## src/design/frsa_pkg.sv

```systemverilog
// Package: transfer item types, op and status codes, and the default pool size.
`default_nettype none
package frsa_pkg;

    // Default number of slots in the pool
    localparam int unsigned POOL_SLOTS_DEF = 256;

    // Request op codes
    localparam logic [1:0] OP_ALLOC     = 2'd0;
    localparam logic [1:0] OP_TRY_ALLOC = 2'd1;
    localparam logic [1:0] OP_DEALLOC   = 2'd2;

    // Result status codes
    localparam logic [1:0] ST_OK        = 2'd0;
    localparam logic [1:0] ST_EMPTY     = 2'd1;
    localparam logic [1:0] ST_NOT_ALLOC = 2'd2;
    localparam logic [1:0] ST_EXHAUSTED = 2'd3;

    // Request item
    typedef struct packed {
        logic [1:0] op;
        logic [7:0] release_slot;
    } t_in_item;

    // Result item
    typedef struct packed {
        logic [7:0] granted_slot;
        logic [1:0] status;
    } t_out_item;

endpackage
`default_nettype wire

```

## src/design/fifo_recycling_slot_allocator_unit.sv

```systemverilog
// Top level: slot allocator with a FIFO free list and an in-use bitmap in memories.
// Flow: a request transfer enters the execute state; its result is registered
//   on commit, which waits while an earlier result is still stalled at the
//   output. No new request is taken until commit; each request reads the queue
//   and bitmap memories at its transfer and writes them back at its commit.
// Reset: control registers cleared, no clearing pass; bitmap entries at or
//   above the fresh count are treated as clear, so the bitmap memory needs
//   no initialization.
`default_nettype none
module fifo_recycling_slot_allocator_unit #(
    parameter int unsigned POOL_SLOTS = frsa_pkg::POOL_SLOTS_DEF
) (
    input  wire logic               i_clk,
    input  wire logic               i_rst_n,
    input  wire logic               i_in_valid,
    output logic                    o_in_stall,
    input  wire frsa_pkg::t_in_item i_in_data,
    output logic                    o_out_valid,
    input  wire logic               i_out_stall,
    output frsa_pkg::t_out_item     o_out_data
);
    import frsa_pkg::*;

    localparam int unsigned SW = $clog2(POOL_SLOTS);
    localparam int unsigned CW = $clog2(POOL_SLOTS + 1);
    localparam logic [CW-1:0] POOL_C   = CW'(POOL_SLOTS);
    localparam logic [SW-1:0] LAST_IDX = SW'(POOL_SLOTS - 1);

    localparam logic ST_IDLE = 1'b0;
    localparam logic ST_EXEC = 1'b1;

    // Memories
    logic [SW-1:0] r_queue_mem [POOL_SLOTS];
    logic          r_map_mem   [POOL_SLOTS];
    logic [SW-1:0] r_q_rdata;
    logic          r_map_rdata;

    // Control and request registers
    logic          r_state, n_state;
    logic [SW-1:0] r_head, n_head;
    logic [SW-1:0] r_tail, n_tail;
    logic [CW-1:0] r_count, n_count;
    logic [CW-1:0] r_fresh, n_fresh;
    logic [1:0]    r_op;
    logic [7:0]    r_rel;
    logic          r_out_valid, n_out_valid;
    t_out_item     r_out_data, n_out_data;

    logic          in_accept;
    logic          out_accept;
    logic          commit;
    logic [SW-1:0] rel_idx;
    logic          rel_in_use;
    logic          map_we;
    logic [SW-1:0] map_waddr;
    logic          map_wdata;
    logic          q_we;

    assign o_in_stall  = (r_state != ST_IDLE);
    assign in_accept   = i_in_valid && !o_in_stall;
    assign out_accept  = r_out_valid && !i_out_stall;
    assign commit      = (r_state == ST_EXEC) && (!r_out_valid || !i_out_stall);
    assign o_out_valid = r_out_valid;
    assign o_out_data  = r_out_data;

    // Release slot qualified by range and by the fresh count
    assign rel_idx    = SW'(r_rel);
    assign rel_in_use = (32'(r_rel) < POOL_SLOTS) && (CW'(rel_idx) < r_fresh) && r_map_rdata;

    // Read-modify-write decision for one request
    always_comb begin
        n_state     = r_state;
        n_head      = r_head;
        n_tail      = r_tail;
        n_count     = r_count;
        n_fresh     = r_fresh;
        n_out_valid = r_out_valid;
        n_out_data  = r_out_data;
        map_we      = 1'b0;
        map_waddr   = rel_idx;
        map_wdata   = 1'b0;
        q_we        = 1'b0;

        if (out_accept) begin
            n_out_valid = 1'b0;
        end

        unique case (r_state)
            ST_IDLE: begin
                if (in_accept) begin
                    n_state = ST_EXEC;
                end
            end
            ST_EXEC: begin
                if (commit) begin
                    n_state     = ST_IDLE;
                    n_out_valid = 1'b1;
                    n_out_data  = '{granted_slot: 8'd0, status: ST_OK};
                    if ((r_op == OP_ALLOC) || (r_op == OP_TRY_ALLOC)) begin
                        if (r_count != '0) begin
                            // Take the oldest freed slot
                            n_head    = (r_head == LAST_IDX) ? '0 : r_head + 1'b1;
                            n_count   = r_count - 1'b1;
                            map_we    = 1'b1;
                            map_waddr = r_q_rdata;
                            map_wdata = 1'b1;
                            n_out_data.granted_slot = 8'(r_q_rdata);
                        end else if (r_op == OP_TRY_ALLOC) begin
                            n_out_data.status = ST_EMPTY;
                        end else if (r_fresh < POOL_C) begin
                            // Create a fresh slot
                            n_fresh   = r_fresh + 1'b1;
                            map_we    = 1'b1;
                            map_waddr = SW'(r_fresh);
                            map_wdata = 1'b1;
                            n_out_data.granted_slot = 8'(r_fresh);
                        end else begin
                            n_out_data.status = ST_EXHAUSTED;
                        end
                    end else if (r_op == OP_DEALLOC) begin
                        if (!rel_in_use) begin
                            n_out_data.status = ST_NOT_ALLOC;
                        end else begin
                            map_we    = 1'b1;
                            map_waddr = rel_idx;
                            map_wdata = 1'b0;
                            if (r_count < POOL_C) begin
                                q_we    = 1'b1;
                                n_tail  = (r_tail == LAST_IDX) ? '0 : r_tail + 1'b1;
                                n_count = r_count + 1'b1;
                            end
                        end
                    end
                end
            end
            default: begin
                n_state = ST_IDLE;
            end
        endcase
    end

    // Control registers
    always_ff @(posedge i_clk) begin
        if (!i_rst_n) begin
            r_state     <= ST_IDLE;
            r_head      <= '0;
            r_tail      <= '0;
            r_count     <= '0;
            r_fresh     <= '0;
            r_out_valid <= 1'b0;
        end else begin
            r_state     <= n_state;
            r_head      <= n_head;
            r_tail      <= n_tail;
            r_count     <= n_count;
            r_fresh     <= n_fresh;
            r_out_valid <= n_out_valid;
        end
    end

    // Payload registers
    always_ff @(posedge i_clk) begin
        r_out_data <= n_out_data;
        if (in_accept) begin
            r_op  <= i_in_data.op;
            r_rel <= i_in_data.release_slot;
        end
    end

    // Free queue memory: read at head on transfer, write at tail on release
    always_ff @(posedge i_clk) begin
        if (in_accept) begin
            r_q_rdata <= r_queue_mem[r_head];
        end
        if (q_we) begin
            r_queue_mem[r_tail] <= rel_idx;
        end
    end

    // In-use bitmap memory: read at the release slot on transfer
    always_ff @(posedge i_clk) begin
        if (in_accept) begin
            r_map_rdata <= r_map_mem[SW'(i_in_data.release_slot)];
        end
        if (map_we) begin
            r_map_mem[map_waddr] <= map_wdata;
        end
    end

    // Checks
    a_fresh_bound: assert property (@(posedge i_clk) disable iff (!i_rst_n)
        r_fresh <= POOL_C)
        else $error("fresh count beyond pool size");

    a_count_bound: assert property (@(posedge i_clk) disable iff (!i_rst_n)
        r_count <= r_fresh)
        else $error("free queue holds more slots than were created");

    a_accept_exec: assert property (@(posedge i_clk) disable iff (!i_rst_n)
        in_accept |=> (r_state == ST_EXEC))
        else $error("request transfer did not start execution");

    a_result_src: assert property (@(posedge i_clk) disable iff (!i_rst_n)
        (!$past(r_out_valid) && r_out_valid) |-> ($past(r_state) == ST_EXEC))
        else $error("result appeared without an executed request");

endmodule
`default_nettype wire
```

## config.mk

```make
export PLATFORM = sky130hd
export DESIGN_NAME = fifo_recycling_slot_allocator_unit
export DESIGN_NICKNAME = d
export VERILOG_FILES = /design/src/design/frsa_pkg.sv /design/src/design/fifo_recycling_slot_allocator_unit.sv
export SDC_FILE = /design/constraint.sdc
export NUM_CORES = 2
export LEC_CHECK = 0
export ABC_AREA = 0
export BUFFER_PORTS_ARGS = -buffer_cell sky130_fd_sc_hd__clkbuf_2
export CORE_ASPECT_RATIO = 1.25
export CORE_MARGIN = 3
export CORE_UTILIZATION = 50
export CTS_BUF_LIST = sky130_fd_sc_hd__clkbuf_4
export DETAILED_ROUTE_END_ITERATION = 12
export MAX_ROUTING_LAYER = met4
export PLACE_DENSITY = 0.76
export SLEW_MARGIN = 20
export SYNTH_ARGS = -nofsm -noshare
export SYNTH_HDL_FRONTEND = slang
export SYNTH_SLANG_ARGS = --single-unit
```

## constraint.sdc

```tcl
create_clock -name i_clk -period 11.65 [get_ports i_clk]
set_clock_uncertainty 0.05 [all_clocks]
set_input_delay 0.5825 -clock i_clk [delete_from_list [all_inputs] [get_ports i_clk]]
set_output_delay 0.5825 -clock i_clk [all_outputs]
set_load 0.1 [all_outputs]
```

# --- Yosys cells after proc, flatten, opt, wreduce, memory -nomap -nowiden ---
# Memory sizes are Yosys's and may differ from the RTL's. A register that Yosys moved wholly into a read port is not among the register bits.
# Index checks and enable logic that the tools add are counted.
totals:
  register_bits: 56
  mem_bits_rw: 2304
  n_memories: 2
classes:
  add_sub_neg: 5
  n_lt_le_gt_ge: 3
  n_eq_ne: 5
  n_mux: 49
  bitwise: 4
  reduce_logical: 19
mem_list:
  columns: ["memory", "words", "width", "read_ports", "rd_clocked_by_memory_dff", "wr", "line_no", "text"]
  rows:
  - ["r_queue_mem", 256, 8, 1, 1, 1, "fifo_recycling_slot_allocator_unit.sv:33", "logic [SW-1:0] r_queue_mem [POOL_SLOTS];"]
  - ["r_map_mem", 256, 1, 1, 1, 1, "fifo_recycling_slot_allocator_unit.sv:34", "logic r_map_mem [POOL_SLOTS];"]
ops:
  columns: ["operator", "count"]
  rows:
  - ["8-bit 2-to-1 mux", 11]
  - ["9-bit 2-to-1 mux", 5]
  - ["1-bit 2-to-1 mux", 26]
  - ["9-bit by 1-bit adder with 9-bit output (second input constant)", 2]
  - ["9-bit less-than comparator (second input constant)", 2]
  - ["6-bit AND reduction", 3]
  - ["8-bit by 1-bit adder with 8-bit output (second input constant)", 2]
  - ["8-bit == test (second input constant)", 2]
  - ["2-bit 2-to-1 mux", 6]
  - ["8-bit by 9-bit less-than comparator with 1-bit output", 1]
  - ["9-bit nonzero test", 1]
  - ["9-bit by 1-bit subtractor with 9-bit output (second input constant)", 1]
  - ["2-bit nonzero test", 3]
  - ["1-bit logical AND", 4]
  - ["1-bit inverter", 4]
  - ["4-bit AND reduction", 1]
  - ["1-bit zero test", 3]
  - ["2-bit by 1-bit == test with 1-bit output (second input constant)", 1]
  - ["2-bit == test (second input constant)", 1]
  - ["2-bit zero test", 1]
  - ["1-bit logical OR", 2]
  - ["2-bit by 1-bit inequality test with 1-bit output (second input constant)", 1]
  - ["1-bit case mux with 2 select lines", 1]
  - ["2-bit AND reduction", 1]

# --- Logic depth before layout (Yosys ltp) ---
depth:
  depth_word: 9
  mapped_depth: 13
  ltp_nobuf: 9

# --- Worst setup path after synthesis ---
# OpenSTA, ideal clock, no wires.
synth_timing:
  path_kind: "register to register"
  start: "register r_rel[7]"
  end: "memory r_queue_mem[130][0] in the netlist's numbering, enable pin"
  setup_ns: 0.370
  arrival_time_ns: 5.940
  required_time_ns: 11.230
  slack_ns: 5.290
  path_stages_with_launch: 10
  path_buffers: 2
  period_less_slack_ns: 6.360
  path_cell_list: "edfxtp_1 ha_1 a21oi_1 o211ai_1 or2_2 clkbuf_1 nor3_2 nand4_1 clkbuf_1 nor2_1"
synth_between:
  elab_chain_cells: 9
synth_lines:
  columns: ["element", "line_no", "text"]
  rows:
  - ["start: declaration", "fifo_recycling_slot_allocator_unit.sv:45", "logic [7:0] r_rel;"]
  - ["start signal: assignment", "fifo_recycling_slot_allocator_unit.sv:166", "r_rel <= i_in_data.release_slot;"]
  - ["8-bit by 9-bit less-than comparator with 1-bit output", "fifo_recycling_slot_allocator_unit.sv:68", "assign rel_in_use = (32'(r_rel) < POOL_SLOTS) && (CW'(rel_idx) < r_fresh) && r_map_rdata;"]
  - ["1-bit logical AND", "fifo_recycling_slot_allocator_unit.sv:68", null]
  - ["1-bit 2-to-1 mux", "fifo_recycling_slot_allocator_unit.sv:121", "if (!rel_in_use) begin"]
  - ["1-bit 2-to-1 mux", "fifo_recycling_slot_allocator_unit.sv:120", "end else if (r_op == OP_DEALLOC) begin"]
  - ["1-bit 2-to-1 mux", "fifo_recycling_slot_allocator_unit.sv:99", "if ((r_op == OP_ALLOC) || (r_op == OP_TRY_ALLOC)) begin"]
  - ["1-bit 2-to-1 mux", "fifo_recycling_slot_allocator_unit.sv:95", "if (commit) begin"]
  - ["1-bit 2-to-1 mux", "fifo_recycling_slot_allocator_unit.sv:88", "unique case (r_state)"]
  - ["1-bit 2-to-1 mux", "fifo_recycling_slot_allocator_unit.sv:175", "if (q_we) begin"]
  - ["1-bit 2-to-1 mux (implied by the code)", "fifo_recycling_slot_allocator_unit.sv:176", "r_queue_mem[r_tail] <= rel_idx;"]
  - ["end: declaration", "fifo_recycling_slot_allocator_unit.sv:33", null]
# No other way between the ends.

# --- Worst setup path in the final report ---
layout_timing:
  start: "register r_op[1]"
  end: "memory r_map_mem[30], enable pin"
layout_between:
  elab_chain_cells: 8
  elab_cells_between_ends: 17
layout_lines:
  columns: ["element", "line_no", "text"]
  rows:
  - ["start: declaration", "fifo_recycling_slot_allocator_unit.sv:44", "logic [1:0] r_op;"]
  - ["start signal: assignment", "fifo_recycling_slot_allocator_unit.sv:165", "r_op <= i_in_data.op;"]
  - ["2-bit by 1-bit == test with 1-bit output", "fifo_recycling_slot_allocator_unit.sv:99, fifo_recycling_slot_allocator_unit.sv:108", null]
  - ["1-bit 2-to-1 mux", "fifo_recycling_slot_allocator_unit.sv:108", "end else if (r_op == OP_TRY_ALLOC) begin"]
  - ["1-bit 2-to-1 mux", "fifo_recycling_slot_allocator_unit.sv:100", "if (r_count != '0) begin"]
  - ["1-bit 2-to-1 mux", "fifo_recycling_slot_allocator_unit.sv:99", null]
  - ["1-bit 2-to-1 mux", "fifo_recycling_slot_allocator_unit.sv:95", null]
  - ["1-bit 2-to-1 mux", "fifo_recycling_slot_allocator_unit.sv:88", null]
  - ["1-bit 2-to-1 mux", "fifo_recycling_slot_allocator_unit.sv:185", "if (map_we) begin"]
  - ["1-bit 2-to-1 mux (implied by the code)", "fifo_recycling_slot_allocator_unit.sv:186", "r_map_mem[map_waddr] <= map_wdata;"]
  - ["end: declaration", "fifo_recycling_slot_allocator_unit.sv:34", null]
# Several ways; a longest one is shown, not always the timed one.

==> flow_summary.toml <==
[outcome]
outcome = "completed"

[grt]
use_met1 = 0.312
grt_util_met2 = 0.393
busiest_layer = "met2"
antenna_found_initial = 9
grt_max_degree = 189
grt_pass1_vias = 52500
grt_usage = 0.255
grt_use_met3 = 0.0704
grt-ovfl-total = 0
grt_pass1_wl_mm = 352

[sta]
setup_viol = 0
fin_tns_setup_ns = 0
fmax_mhz = 173
slew_viol_final = 0
layout_min_cycle_time_ns = 5.77
rsz0062_at_grt = "false"
hold_viol = 0
relSlewSlack = 0.156
hold-worst-slack_ns = 0.197
tightest_slew_ns = 1.26
period_share = 0.495

[clock_network]
clkLatencyLatePin_ns = 1.39
cts-root-buf = "clkbuf_4"
htree_levels = 6
cts_hold_buf = 21
clock_sinks = 2369
clk_pin_slew_ns = 0.06
clk_path_buf_depth = 4
cts_buffers = 575
cts_tree = "built"
post_cts_buffers = 0
ctsResizeCount = 0

[placement]
port_buffers = 25
hpwl_mm = 142
place_congestion = 0.919

[synthesis]
synth-seq-cells = 2369
synthCells = 4924
avgSynthCellArea_um2 = 19.2
synth_cell_types = 85
synth_top_area_frac = 0.742
synth-edff-count = 2333
synth.area.top_cells = "edfxtp_1 (74%), mux4_2 (12%), mux2i_1 (2.2%)"
yosys_warnings = 0
syn_area_um2 = 94400
yosysSeqAreaShare = 0.750
synth.largest_area_cell = "edfxtp_1"
synth_ff_type = "edfxtp_1"
async_flop_share = 0
syn_nets = 4959

[die]
start_util = 0.505
top_level_ports = 26
coreArea_um2 = 187000
dieWidth_um = 395
die-area_um2 = 194000
die_h_um = 492
fp-row-count = 177

[hold_path]
hold_class = "in2reg"

[setup_path]
crit_path_end_kind = "register"
r2r_start = "r_op[1]$_DFFE_PP_"
cp_max_fo = 91
r2r_setup_slack_ns = 5.88
worstPathArrival_ns = 6.74
slowest_stage = "a21oi_1"
max_stage_delay_ns = 0.73
worst_setup_path_start_kind = "register"
critical_path.startpoint = "r_op[1]$_DFFE_PP_"
crit_chain = "inv_2 > a21oi_1 > o21ai_1 > inv_4 > buf_4 > buf_4 > buf_16 > o22ai_2 > nor4b_2 > nand2_1 > nor2_1"
reg2reg_to = "r_map_mem[30]$_DFFE_PP_"
path_common_cell = "buf_4"
critPathKind = "reg2reg"
critPathCapture = "r_map_mem[30]$_DFFE_PP_"
crit_required_ns = 12.62
reg2reg_depth = 11

[detailed_routing]
drc = 0
vias = 52100
firstDrtPassIters = 8
routedWlPerCell_um = 29.1
drt-total-wl_mm = 241
drtIter0Drc = 7320
ant_nets = 0
detail_route.vias_per_cell = 6.30

[pwr]
power_report.internal_total_w = 0.0129
pwr-share-seq = 0.570
combinationalPowerShare = 0.037
irDropWorstVdd_mv = 0.101
clockPowerShare = 0.393
power_switching_w = 0.00357
pwr_density_cell_nw_per_um2 = 158
p_leak_nw = 32.2
p_sw_frac = 0.216

[final_layout]
mostFrequentLayoutCells = "edfxtp_1 (2333), clkbuf_4 (829), nor2_1 (531)"
area_delta_synth_final_pct = 10.6
drive_above_1_share = 0.280
nets = 5421
final_common_cell = "edfxtp_1"

[flow_run]
drv_cap = 0
-- stage by stage --
| stage | util | cell area, um^2 | power, W | setup slack (ns) | std cells |
|---|---|---|---|---|---|
| after detailed placement | 0.521 | 97300 | 0.0102 | 5.81 | 7293 |
| after global placement | 0.520 | 97300 | 0.0102 | 6.16 | 7293 |
| after CTS | 0.558 | 104000 | 0.0166 | 5.79 | 8258 |
| after global routing | 0.559 | 104000 | 0.0171 | 5.44 | 8267 |
| final | 0.559 | 104000 | 0.0165 | 5.88 | 8277 |
| after floorplan | - | 94400 | 0.0100 | 5.29 | 4924 |
-- synth_stat cells, types with 5 or more instances --
master     number
edfxtp_1     2333
buf_1          19
o21ai_1         5
clkbuf_1      145
nand2_1       152
dfxtp_1        36
nor2b_1        19
and2_1          6
nand4_1        19
or3_1           5
o22ai_1        45
mux4_2        490
o311ai_0        7
buf_8          11
nor2_1        534
nor4_1          8
nand4b_1        5
nor3_1         88
a21o_1          6
inv_1          21
or4_1           6
mux4_1         18
o31ai_1         6
and3_1          5
a221oi_1       50
mux2i_1       204
a31oi_1        21
buf_2          73
nand3_1        73
a22o_1         25
mux2_2          5
buf_6          25
a21oi_1       100
xnor2_1        18
o211ai_1       16
a2111oi_0      10
a22oi_1        99
ha_1           20
buf_4          32
o21ai_0        50
nand2b_1        5
a211oi_1        8
-- cell type report --
| type | instances | area (um^2) |
|---|---|---|
| Antenna cell | 18 | 45.0 |
| Clock buffer | 829 | 6220 |
| Clock inverter | 115 | 596 |
| Fill cell | 13900 | 82500 |
| Inverter | 25 | 97.6 |
| Multi-Input combinational cell | 2224 | 22100 |
| Sequential cell | 2369 | 70800 |
| Tap cell | 2506 | 3140 |
| Timing Repair Buffer | 191 | 1520 |
-- power by group through the flow --
stage / clock network [W] / registers, W / logic, W
final: 0.00649 / 0.00940 / 0.000615
after global routing: 0.00705 / 0.00940 / 0.000653
after CTS: 0.00659 / 0.00940 / 0.000613
after detailed placement: 0 / 0.00959 / 0.000607
after global placement: 0 / 0.00959 / 0.000588
after floorplan: 0 / 0.00969 / 0.000343
-- how the worst min path moves through the flow --
stage | start | endpoint | slack (ns) | cells past startpoint
3_3_place_gp | r_tail[1]$_SDFFE_PN0P_ | r_tail[1]$_SDFFE_PN0P_ | 0.45 | 2
5_1_grt | i_in_data[4] | r_rel[4]$_DFFE_PP_ | 0.15 | 2
6_report | i_in_data[0] | r_rel[0]$_DFFE_PP_ | 0.20 | 2
4_1_cts | i_rst_n | r_fresh[8]$_SDFFE_PN0P_ | 0.06 | 3
3_5_place_dp | r_tail[1]$_SDFFE_PN0P_ | r_tail[1]$_SDFFE_PN0P_ | 0.46 | 2
2_1_floorplan | r_fresh[6]$_SDFFE_PN0P_ | r_fresh[6]$_SDFFE_PN0P_ | 0.42 | 2
-- critical path, delay by kind of cell, from the launching register on --
family | cells | cell delay (ns)
flip-flops | 1 | 0.65
AO/OA/AOI/OAI | 3 | 1.41
buffers and inverters | 5 | 2.11
AND/OR/NAND/NOR | 3 | 1.10
-- per-layer routing --
layer,vias to the layer above,share of wire
met2,3616,0.48
met4,0,0.053
met3,724,0.12
li1,21400,-
met5,-,0
met1,26300,0.34
-- sequential cells by signal (all words and copies together) (netlist names) --
name	flops
r_queue_mem	2048
r_map_mem	256
o_out_data	10
r_count	9
r_fresh	9
r_head	8
r_q_rdata	8
r_rel	8
r_tail	8
r_op	2
o_in_stall	1
o_out_valid	1
r_map_rdata	1
-- logic make-up (layout without fill, tap and decap cells) --
kind of cell	Yosys count	count (layout)	synth area share
DFF	2369	2369	0.750
and+or+nand+nor	961	961	0.0452
muxes	717	717	0.144
AOI/OAI and AO/OA	503	503	0.0372
buffers and inverters	331	1160	0.0189
xor gates and xnor gates	22	22	0.00204
adders and majority gates	21	21	0.00286
other	0	18	0
No activity file was read; power rests on OpenSTA's default activity.
